## src/hdl/assert_macros.svh

```systemverilog
// Assertion macros used by the decoder top level.
`ifndef ASSERT_MACROS_SVH
`define ASSERT_MACROS_SVH

// Property must hold at every clock edge outside reset.
`define ASSERT_AT(label, clk, rst, prop, msg) \
   label: assert property (@(posedge clk) disable iff (rst) prop) \
      else $error(msg);

// Condition must never be seen at a clock edge outside reset.
`define ASSERT_NEVER(label, clk, rst, cond, msg) \
   label: assert property (@(posedge clk) disable iff (rst) !(cond)) \
      else $error(msg);

`endif

```

## src/hdl/dxt_pkg.sv

```systemverilog
// Shared types and constants of the DXT block decoder.
`timescale 1ns / 1ps

package dxt_pkg;

   // Format codes
   localparam logic [1:0] FMT_DXT1 = 2'd0;
   localparam logic [1:0] FMT_DXT3 = 2'd1;
   localparam logic [1:0] FMT_DXT5 = 2'd2;

   // Register indexes
   localparam logic [1:0] CSR_FORMAT = 2'd0;
   localparam logic [1:0] CSR_WIDTH  = 2'd1;
   localparam logic [1:0] CSR_HEIGHT = 2'd2;

   localparam int SIDE_W  = 13;
   localparam int BLK_W   = 10;
   localparam int COORD_W = 12;

   localparam logic [SIDE_W-1:0] MAX_IMAGE_SIDE = 13'd4096;
   localparam logic [SIDE_W-1:0] WIDTH_RESET    = 13'd512;
   localparam logic [SIDE_W-1:0] HEIGHT_RESET   = 13'd512;

   typedef struct packed {
      logic [7:0] r;
      logic [7:0] g;
      logic [7:0] b;
      logic [7:0] a;
   } color_type;

   typedef struct packed {
      color_type [3:0]  color;
      logic [7:0][7:0]  alpha;
   } palette_type;

endpackage

```

## src/hdl/dxt_palette.sv

```systemverilog
// Colour and alpha palette construction for one compressed block.
`timescale 1ns / 1ps

module dxt_palette (
   input  logic [63:0]          color_block,
   input  logic [63:0]          alpha_block,
   input  logic [1:0]           block_format,
   output dxt_pkg::palette_type palette
);

   // v*255/31 = 8v + floor(7v/31); the floor by reciprocal multiply
   function automatic logic [7:0] expand5(input logic [4:0] v);
      logic [7:0]  n;
      logic [16:0] prod;
      n    = 8'(v) * 8'd7;
      prod = 17'(n) * 17'd265;
      return {v, 3'b000} + 8'(prod[15:13]);
   endfunction

   // v*255/63 = 4v + floor(v/21)
   function automatic logic [7:0] expand6(input logic [5:0] v);
      logic [1:0] f;
      f = (v == 6'd63) ? 2'd3 : ((v >= 6'd42) ? 2'd2 : ((v >= 6'd21) ? 2'd1 : 2'd0));
      return {v, 2'b00} + 8'(f);
   endfunction

   function automatic logic [7:0] div3(input logic [9:0] n);
      logic [20:0] prod;
      prod = 21'(n) * 21'd683;
      return prod[18:11];
   endfunction

   function automatic logic [7:0] div5(input logic [10:0] n);
      logic [21:0] prod;
      prod = 22'(n) * 22'd1639;
      return prod[20:13];
   endfunction

   function automatic logic [7:0] div7(input logic [10:0] n);
      logic [24:0] prod;
      prod = 25'(n) * 25'd2341;
      return prod[21:14];
   endfunction

   logic [15:0] c0, c1;
   logic [7:0]  a0, a1;
   logic        four;
   logic [7:0]  e0 [3];
   logic [7:0]  e1 [3];
   logic [7:0]  p2 [3];
   logic [7:0]  p3 [3];
   logic [7:0]  apal [8];

   assign c0   = color_block[15:0];
   assign c1   = color_block[31:16];
   assign a0   = alpha_block[7:0];
   assign a1   = alpha_block[15:8];
   assign four = (c0 > c1) || (block_format == dxt_pkg::FMT_DXT3)
                 || (block_format == dxt_pkg::FMT_DXT5);

   always_comb begin
      e0[0] = expand5(c0[15:11]);
      e0[1] = expand6(c0[10:5]);
      e0[2] = expand5(c0[4:0]);
      e1[0] = expand5(c1[15:11]);
      e1[1] = expand6(c1[10:5]);
      e1[2] = expand5(c1[4:0]);
      for (int i = 0; i < 3; i++) begin
         if (four) begin
            p2[i] = div3({1'b0, e0[i], 1'b0} + 10'(e1[i]) + 10'd1);
            p3[i] = div3(10'(e0[i]) + {1'b0, e1[i], 1'b0} + 10'd1);
         end else begin
            p2[i] = 8'((9'(e0[i]) + 9'(e1[i])) >> 1);
            p3[i] = 8'd0;
         end
      end
   end

   // Alpha palette: six interpolated steps, or four plus 0 and 255
   always_comb begin
      apal[0] = a0;
      apal[1] = a1;
      if (a0 > a1) begin
         for (int i = 0; i < 6; i++)
            apal[2 + i] = div7(11'(6 - i) * 11'(a0) + 11'(1 + i) * 11'(a1) + 11'd3);
      end else begin
         for (int i = 0; i < 4; i++)
            apal[2 + i] = div5(11'(4 - i) * 11'(a0) + 11'(1 + i) * 11'(a1) + 11'd2);
         apal[6] = 8'd0;
         apal[7] = 8'd255;
      end
   end

   always_comb begin
      palette.color[0] = '{r: e0[0], g: e0[1], b: e0[2], a: 8'd255};
      palette.color[1] = '{r: e1[0], g: e1[1], b: e1[2], a: 8'd255};
      palette.color[2] = '{r: p2[0], g: p2[1], b: p2[2], a: 8'd255};
      palette.color[3] = '{r: p3[0], g: p3[1], b: p3[2], a: (four ? 8'd255 : 8'd0)};
      for (int i = 0; i < 8; i++)
         palette.alpha[i] = apal[i];
   end

endmodule

```

## src/hdl/dxt_block_texture_decoder.sv

```systemverilog
// Top level of the DXT1/DXT3/DXT5 block texture decoder.
// Usage:
//  - req channel: one compressed 4x4 block per request, in raster block order;
//    colour half in tdata[63:0], alpha half in tdata[127:64].
//  - rsp channel: one RGBA pixel per transfer with image coordinates, raster
//    order inside the block; tlast marks the block's last emitted pixel,
//    tuser the last pixel of the image.
//  - csr port: format, width, height; write only while the block is idle.
// Timing: a block is decoded into the block register in the cycle it is
// taken; the pixel sequencer then registers its pixels into the rsp output
// register. The sequencer walks the sixteen pixels one per cycle while rsp
// is not stalled, whatever the cropping (cropped pixels are skipped slots).
// A new block is taken in the cycle its predecessor's last pixel moves out,
// so blocks follow back to back. A fully cropped block yields no pixel but
// still moves the block position.
// Stall: the pixel sequencer only moves while the rsp output register is
// empty or being taken, so a stalled receiver holds everything in place.
// Reset: block position 0,0, DXT1, 512x512, both stages empty.
`timescale 1ns / 1ps
`include "assert_macros.svh"

module dxt_block_texture_decoder (
   input  logic         clock,
   input  logic         reset,
   input  logic         req_tvalid,
   output logic         req_tready,
   input  logic [127:0] req_tdata,   // color_block[63:0], alpha_block[127:64]
   output logic         rsp_tvalid,
   input  logic         rsp_tready,
   output logic [55:0]  rsp_tdata,   // pixel_x[11:0], pixel_y[23:12], red[31:24],
                                     // green[39:32], blue[47:40], alpha[55:48]
   output logic         rsp_tlast,   // last_of_block
   output logic         rsp_tuser,   // image_done
   input  logic         csr_we,
   input  logic [1:0]   csr_addr,
   input  logic [12:0]  csr_wdata
);

   localparam int SW = dxt_pkg::SIDE_W;
   localparam int BW = dxt_pkg::BLK_W;
   localparam int CW = dxt_pkg::COORD_W;

   // ---------------- configuration registers ----------------
   logic [1:0]    fmt_ff;
   logic [SW-1:0] width_ff, height_ff;

   always_ff @(posedge clock) begin
      if (reset) begin
         fmt_ff    <= dxt_pkg::FMT_DXT1;
         width_ff  <= dxt_pkg::WIDTH_RESET;
         height_ff <= dxt_pkg::HEIGHT_RESET;
      end else if (csr_we) begin
         case (csr_addr)
            dxt_pkg::CSR_FORMAT: fmt_ff    <= csr_wdata[1:0];
            dxt_pkg::CSR_WIDTH:  width_ff  <= csr_wdata;
            dxt_pkg::CSR_HEIGHT: height_ff <= csr_wdata;
            default: ;
         endcase
      end
   end

   // Clamped sides and block counts (at least one)
   logic [SW-1:0] side_w, side_h;
   logic [BW:0]   cols, rows;

   assign side_w = (width_ff  > dxt_pkg::MAX_IMAGE_SIDE) ? dxt_pkg::MAX_IMAGE_SIDE : width_ff;
   assign side_h = (height_ff > dxt_pkg::MAX_IMAGE_SIDE) ? dxt_pkg::MAX_IMAGE_SIDE : height_ff;
   assign cols   = (side_w[SW-1:2] == '0) ? (BW+1)'(1) : (BW+1)'(side_w[SW-1:2]);
   assign rows   = (side_h[SW-1:2] == '0) ? (BW+1)'(1) : (BW+1)'(side_h[SW-1:2]);

   // ---------------- block position ----------------
   logic [BW-1:0] col_ff, col_in, row_ff, row_in;
   logic [BW:0]   col_inc, row_inc;
   logic          req_fire;
   logic          last_block;

   assign req_fire   = req_tvalid && req_tready;
   assign col_inc    = (BW+1)'(col_ff) + (BW+1)'(1);
   assign row_inc    = (BW+1)'(row_ff) + (BW+1)'(1);
   assign last_block = (col_inc >= cols) && (row_inc >= rows);

   always_comb begin
      col_in = col_ff;
      row_in = row_ff;
      if (req_fire) begin
         if (col_inc >= cols) begin
            col_in = '0;
            row_in = (row_inc >= rows) ? '0 : row_inc[BW-1:0];
         end else begin
            col_in = col_inc[BW-1:0];
         end
      end
   end

   // Visible columns / rows of the incoming block (0..4)
   logic [CW-1:0] x0, y0;
   logic [SW-1:0] x_room, y_room;
   logic [2:0]    nx, ny;

   assign x0     = {col_ff, 2'b00};
   assign y0     = {row_ff, 2'b00};
   assign x_room = side_w - SW'(x0);
   assign y_room = side_h - SW'(y0);
   assign nx     = (side_w <= SW'(x0)) ? 3'd0 : ((x_room >= SW'(4)) ? 3'd4 : x_room[2:0]);
   assign ny     = (side_h <= SW'(y0)) ? 3'd0 : ((y_room >= SW'(4)) ? 3'd4 : y_room[2:0]);

   // ---------------- palette decode into the block register ----------------
   dxt_pkg::palette_type palette;

   dxt_palette u_palette (
      .color_block  (req_tdata[63:0]),
      .alpha_block  (req_tdata[127:64]),
      .block_format (fmt_ff),
      .palette      (palette)
   );

   dxt_pkg::palette_type pal_ff;
   logic [31:0]   cidx_ff;
   logic [63:0]   araw_ff;
   logic [1:0]    bfmt_ff;
   logic [CW-1:0] bx0_ff, by0_ff;
   logic [2:0]    nx_ff, ny_ff;
   logic          blast_ff;
   logic          blk_valid_ff, blk_valid_in;
   logic [3:0]    pix_ff, pix_in;

   // ---------------- pixel sequencer ----------------
   logic          advance;
   logic [1:0]    px, py, ci;
   logic [5:0]    a5_pos;
   logic          visible, last_pix;
   dxt_pkg::color_type texel;
   logic [7:0]    alpha_sel;

   assign advance    = blk_valid_ff && (!rsp_tvalid || rsp_tready);
   assign req_tready = !blk_valid_ff || (advance && (pix_ff == 4'd15));

   assign px       = pix_ff[1:0];
   assign py       = pix_ff[3:2];
   assign ci       = cidx_ff[{pix_ff, 1'b0} +: 2];
   assign a5_pos   = 6'd16 + {2'b00, pix_ff} + {1'b0, pix_ff, 1'b0};
   assign texel    = pal_ff.color[ci];
   assign visible  = ({1'b0, px} < nx_ff) && ({1'b0, py} < ny_ff);
   assign last_pix = ({1'b0, px} == nx_ff - 3'd1) && ({1'b0, py} == ny_ff - 3'd1);

   always_comb begin
      case (bfmt_ff)
         dxt_pkg::FMT_DXT3: alpha_sel = {2{araw_ff[{pix_ff, 2'b00} +: 4]}};  // nibble * 17
         dxt_pkg::FMT_DXT5: alpha_sel = pal_ff.alpha[araw_ff[a5_pos +: 3]];
         default:           alpha_sel = texel.a;
      endcase
   end

   always_comb begin
      blk_valid_in = blk_valid_ff;
      pix_in       = pix_ff;
      if (advance) begin
         pix_in = pix_ff + 4'd1;
         if (pix_ff == 4'd15)
            blk_valid_in = 1'b0;
      end
      if (req_fire) begin
         blk_valid_in = 1'b1;
         pix_in       = '0;
      end
   end

   always_ff @(posedge clock) begin
      if (reset) begin
         blk_valid_ff <= 1'b0;
         pix_ff       <= '0;
         col_ff       <= '0;
         row_ff       <= '0;
      end else begin
         blk_valid_ff <= blk_valid_in;
         pix_ff       <= pix_in;
         col_ff       <= col_in;
         row_ff       <= row_in;
      end
   end

   always_ff @(posedge clock) begin
      if (req_fire) begin
         pal_ff   <= palette;
         cidx_ff  <= req_tdata[63:32];
         araw_ff  <= req_tdata[127:64];
         bfmt_ff  <= fmt_ff;
         bx0_ff   <= x0;
         by0_ff   <= y0;
         nx_ff    <= nx;
         ny_ff    <= ny;
         blast_ff <= last_block;
      end
   end

   // ---------------- result register ----------------
   logic          out_valid_ff, out_valid_in;
   logic [CW-1:0] ox_ff, oy_ff;
   dxt_pkg::color_type opix_ff;
   logic          olast_ff, odone_ff;

   always_comb begin
      if (advance)
         out_valid_in = visible;
      else if (rsp_tready)
         out_valid_in = 1'b0;
      else
         out_valid_in = out_valid_ff;
   end

   always_ff @(posedge clock) begin
      if (reset)
         out_valid_ff <= 1'b0;
      else
         out_valid_ff <= out_valid_in;
   end

   always_ff @(posedge clock) begin
      if (advance && visible) begin
         ox_ff    <= bx0_ff + CW'(px);
         oy_ff    <= by0_ff + CW'(py);
         opix_ff  <= '{r: texel.r, g: texel.g, b: texel.b, a: alpha_sel};
         olast_ff <= last_pix;
         odone_ff <= last_pix && blast_ff;
      end
   end

   assign rsp_tvalid = out_valid_ff;
   assign rsp_tdata  = {opix_ff.a, opix_ff.b, opix_ff.g, opix_ff.r, oy_ff, ox_ff};
   assign rsp_tlast  = olast_ff;
   assign rsp_tuser  = odone_ff;

   // ---------------- assertions ----------------
   `ASSERT_AT(a_take_restarts, clock, reset,
              req_fire |=> (blk_valid_ff && pix_ff == 4'd0),
              "taken block does not start at pixel zero")
   `ASSERT_NEVER(a_no_overrun, clock, reset,
                 req_tready && blk_valid_ff && pix_ff != 4'd15,
                 "block taken while the held block still has pixels")
   `ASSERT_NEVER(a_done_on_last, clock, reset,
                 rsp_tvalid && rsp_tuser && !rsp_tlast,
                 "image done flagged on a pixel that is not last of block")

endmodule
```

## config.mk

```make
export PLATFORM = sky130hd
export DESIGN_NAME = dxt_block_texture_decoder
export DESIGN_NICKNAME = d
export VERILOG_FILES = /design/src/hdl/dxt_pkg.sv /design/src/hdl/dxt_palette.sv /design/src/hdl/dxt_block_texture_decoder.sv
export VERILOG_INCLUDE_DIRS = /design/src /design/src/hdl
export SDC_FILE = /design/constraint.sdc
export NUM_CORES = 2
export LEC_CHECK = 0
export ABC_AREA = 1
export BUFFER_PORTS_ARGS = -buffer_cell sky130_fd_sc_hd__buf_2
export CAP_MARGIN = 20
export CORE_MARGIN = 2
export CORE_UTILIZATION = 67
export CTS_CLUSTER_DIAMETER = 100
export CTS_CLUSTER_SIZE = 25
export DETAILED_ROUTE_END_ITERATION = 7
export PLACE_DENSITY = 0.93
export SLEW_MARGIN = 15
export SYNTH_ARGS = -nofsm -noshare
export SYNTH_HDL_FRONTEND = slang
export SYNTH_SLANG_ARGS = --single-unit
```

## constraint.sdc

```tcl
create_clock -name clock -period 36.7 [get_ports clock]
set_input_delay 9.175 -clock clock [delete_from_list [all_inputs] [get_ports clock]]
set_output_delay 9.175 -clock clock [all_outputs]
set_load 0.05 [all_outputs]
```

==> results.sh <==
export IMPL_crit_path_cell_trace="buf_2, inv_1, nand2_1, nand2_1, inv_1, nand2_1, o21ai_0, buf_2"
export IMPL_grt_max_degree=132
export IMPL_cts_buffer_depth=3
export IMPL_placed_cells=7615
export IMPL_synth_edf_count=328
export IMPL_synth_common_cells="ha_1 (1375), inv_1 (1113), nand2_1 (944)"
export IMPL_crit_fanout=5
export IMPL_path_clk_slew_ns=0.10
export IMPL_via_per_inst=6.108
export IMPL_gp_congestion=0.9664
export IMPL_tightest_slew_ns=1.129
export IMPL_dp_hpwl_microns=115900
export IMPL_layout_drive_gt1_share_pct=5.445
export IMPL_slew_violations=0
export IMPL_gr_total_overflow=0
export IMPL_cts_max_level=1
export IMPL_critPathMaxStageDelay_ns=0.34
export IMPL_fp_dieW_microns=294.3
export IMPL_synth_area_sq_mm=0.05646
export IMPL_drc_errors=0
export IMPL_period_share_pct=53.22
export IMPL_crit_top_cell="nand2_1"
export IMPL_cts_root_buf="clkbuf_16"
export IMPL_synth_seq_cells=382
export IMPL_rsz0062_at_grt="no"
export IMPL_cts_tree="yes"
export IMPL_layout_setup_ws_ns=17.17
export IMPL_yosysMostFrequentCell="ha_1"
export IMPL_yosys_cell_types_count=73
export IMPL_syn_to_final_growth_pct=5.234
export IMPL_clock_latency_ns=0.62
export IMPL_vias=46773
export IMPL_drt_iter0_markers=3840
export IMPL_seq_area_frac_synth_pct=19.36
export IMPL_period_minus_slack_ns=19.53
export IMPL_cts_resized_gates=0
export IMPL_setup_tns_final_ns=0
export IMPL_syn_mean_instance_area_sq_um=8.830
export IMPL_netlist_area_leader_share_pct=30.47
export IMPL_drv_cap=0
export IMPL_post_cts_buffers=0
export IMPL_grt_use_total_pct=33.33
export IMPL_n_fill_cell=5775
export IMPL_yosysTopAreaCell="ha_1"
export IMPL_status="complete, no violations"
export IMPL_grt_pass1_vias=48751
export IMPL_start_util_pct=67.57
export IMPL_instances_no_fill=7658
export IMPL_port_buffers=207
export IMPL_slew_headroom_pct=24.01
export IMPL_synth_nets=8321
export IMPL_hold_violations=0
export IMPL_start_kind="input port"
export IMPL_die_area_sq_mm=0.08661
export IMPL_cp_required_ns=27.52
export IMPL_core_area_sq_mm=0.08356
export IMPL_synth_top_flop_cell="edfxtp_1"
export IMPL_critPathTopFamily="buffers and inverters"
export IMPL_arrival_ns=10.36
export IMPL_setup_violations=0
export IMPL_yosysWarningCount=0
export IMPL_io_pins=208
export IMPL_die_h_microns=294.3
export IMPL_path_buf_inv=4
export IMPL_ant_nets=0
export IMPL_synth_area_leaders="ha_1 (30%), edfxtp_1 (17%), fa_1 (14%)"
export IMPL_place_ws_ns=17.22
export IMPL_cts_sinks=382
export IMPL_hp_class="reg -> reg"
export IMPL_rows=106
export IMPL_cpMaxStageDelayCell="buf_2"
export IMPL_grt_first_pass_wirelength_microns=235300
export IMPL_register_area_sq_mm=0.01093
export IMPL_numCtsBuffers=22
export IMPL_wire_per_inst_microns=18.87
export IMPL_multi_input_area_sq_mm=0.04087
export IMPL_hold_buffers=0
export IMPL_path_class="in -> out"
export IMPL_wl_microns=144500
export IMPL_firstDrtPassIters=7
export IMPL_fin_nets=8488
export IMPL_fin_skew_ns=0.06383
export IMPL_async_flop_share_pct=0
export IMPL_antenna_found_initial=4
export IMPL_fmax_mhz=51.20
export IMPL_synth_cells=6394
export IMPL_endpoint_kind="output port"
metal layers:
metal / part of all wire, % / vias to the layer above / global-route usage (%)
met5: 0.024 / - / 0
met4: 4.9 / 4 / 15.88
met3: 8.2 / 578 / 5.671
met2: 48 / 2264 / 58.06
met1: 39 / 22005 / 40.01
li1: - / 21922 / -
cell families (layout without fill, tap and decap cells):
group	after synthesis	after routing	synth area share [%]
AOI/OAI and AO/OA	1060	1060	10.92
DFF	382	382	19.36
other	0	3	0
and+or+nand+nor	1702	1702	12.70
xor gates and xnor gates	244	244	3.925
buffers and inverters	1227	1408	8.301
adders and majority gates	1779	1779	44.79
placed cells by master, fill, tap and decap left out, types with 6 or more instances in the layout:
| master | n |
|---|---|
| ha_1 | 1375 |
| inv_1 | 1113 |
| nand2_1 | 943 |
| a21oi_1 | 495 |
| fa_1 | 404 |
| edfxtp_1 | 328 |
| nor2_1 | 327 |
| nand3_1 | 243 |
| o21ai_0 | 237 |
| buf_2 | 207 |
| xor2_1 | 150 |
| xnor2_1 | 85 |
| nor3_1 | 54 |
| dfxtp_1 | 53 |
| nand4_1 | 52 |
| o21bai_1 | 42 |
| o211ai_1 | 39 |
| o22ai_1 | 35 |
| a21o_1 | 27 |
| a211oi_1 | 25 |
| a32oi_1 | 25 |
| buf_4 | 24 |
| clkbuf_16 | 23 |
| o21ai_1 | 19 |
| inv_2 | 18 |
| nand2_2 | 18 |
| o221ai_1 | 17 |
| o31ai_1 | 15 |
| nor4_1 | 12 |
| o2111ai_1 | 12 |
| a31oi_1 | 11 |
| or2_2 | 11 |
| a221oi_1 | 10 |
| o21a_1 | 10 |
| xor2_2 | 7 |
| nand3b_1 | 7 |
| o311ai_0 | 7 |
| clkbuf_1 | 6 |
final cells by class:
cell class / instances / area share (%)
multi-input cells: 4785 / 68.79
clock buffers: 28 / 0.9645
flip-flops and latches: 382 / 18.40
clock inverters: 10 / 0.2380
inverters: 1137 / 7.195
repair buffers: 233 / 2.123
diodes: 3 / 0.01263
well taps: 1080 / 2.274
final timing paths:
check | from | to | slack (ns) | depth (start not counted)
worst max-delay path | rsp_tready | req_tready | 17.17 | 8
worst min-delay path | by0_ff[4] | oy_ff[4] | 0.43 | 0
worst max register to register | pix_ff[1] | rsp_tdata[48] | 31.15 | 21
worst min register to register | by0_ff[4] | oy_ff[4] | 0.43 | 0
sequential cells by signal (all words and copies together), names as in the netlist, 4 cells and up:
| signal | cells |
|---|---|
| oy_ff | 12 |
| pal_ff | 159 |
| bx0_ff | 10 |
| cidx_ff | 32 |
| by0_ff | 10 |
| row_ff | 10 |
| araw_ff | 50 |
| rsp_tdata | 32 |
| height_ff | 13 |
| width_ff | 13 |
| pix_ff | 4 |
| col_ff | 10 |
| ox_ff | 12 |
per-stage QoR:
step	hold slack [ns]	area [sq um]	utilization, %
global route	0.4335	59410	71.11
CTS	0.4274	59360	71.05
detailed placement	0.4054	58650	70.19
finish	0.4274	59420	71.11
global placement	0.4029	58650	70.19
floorplan	0.4003	56460	-
Power is left out: the tool's default activity adds up to more than one toggle a clock period on the data nets, which glitch-free logic cannot reach.
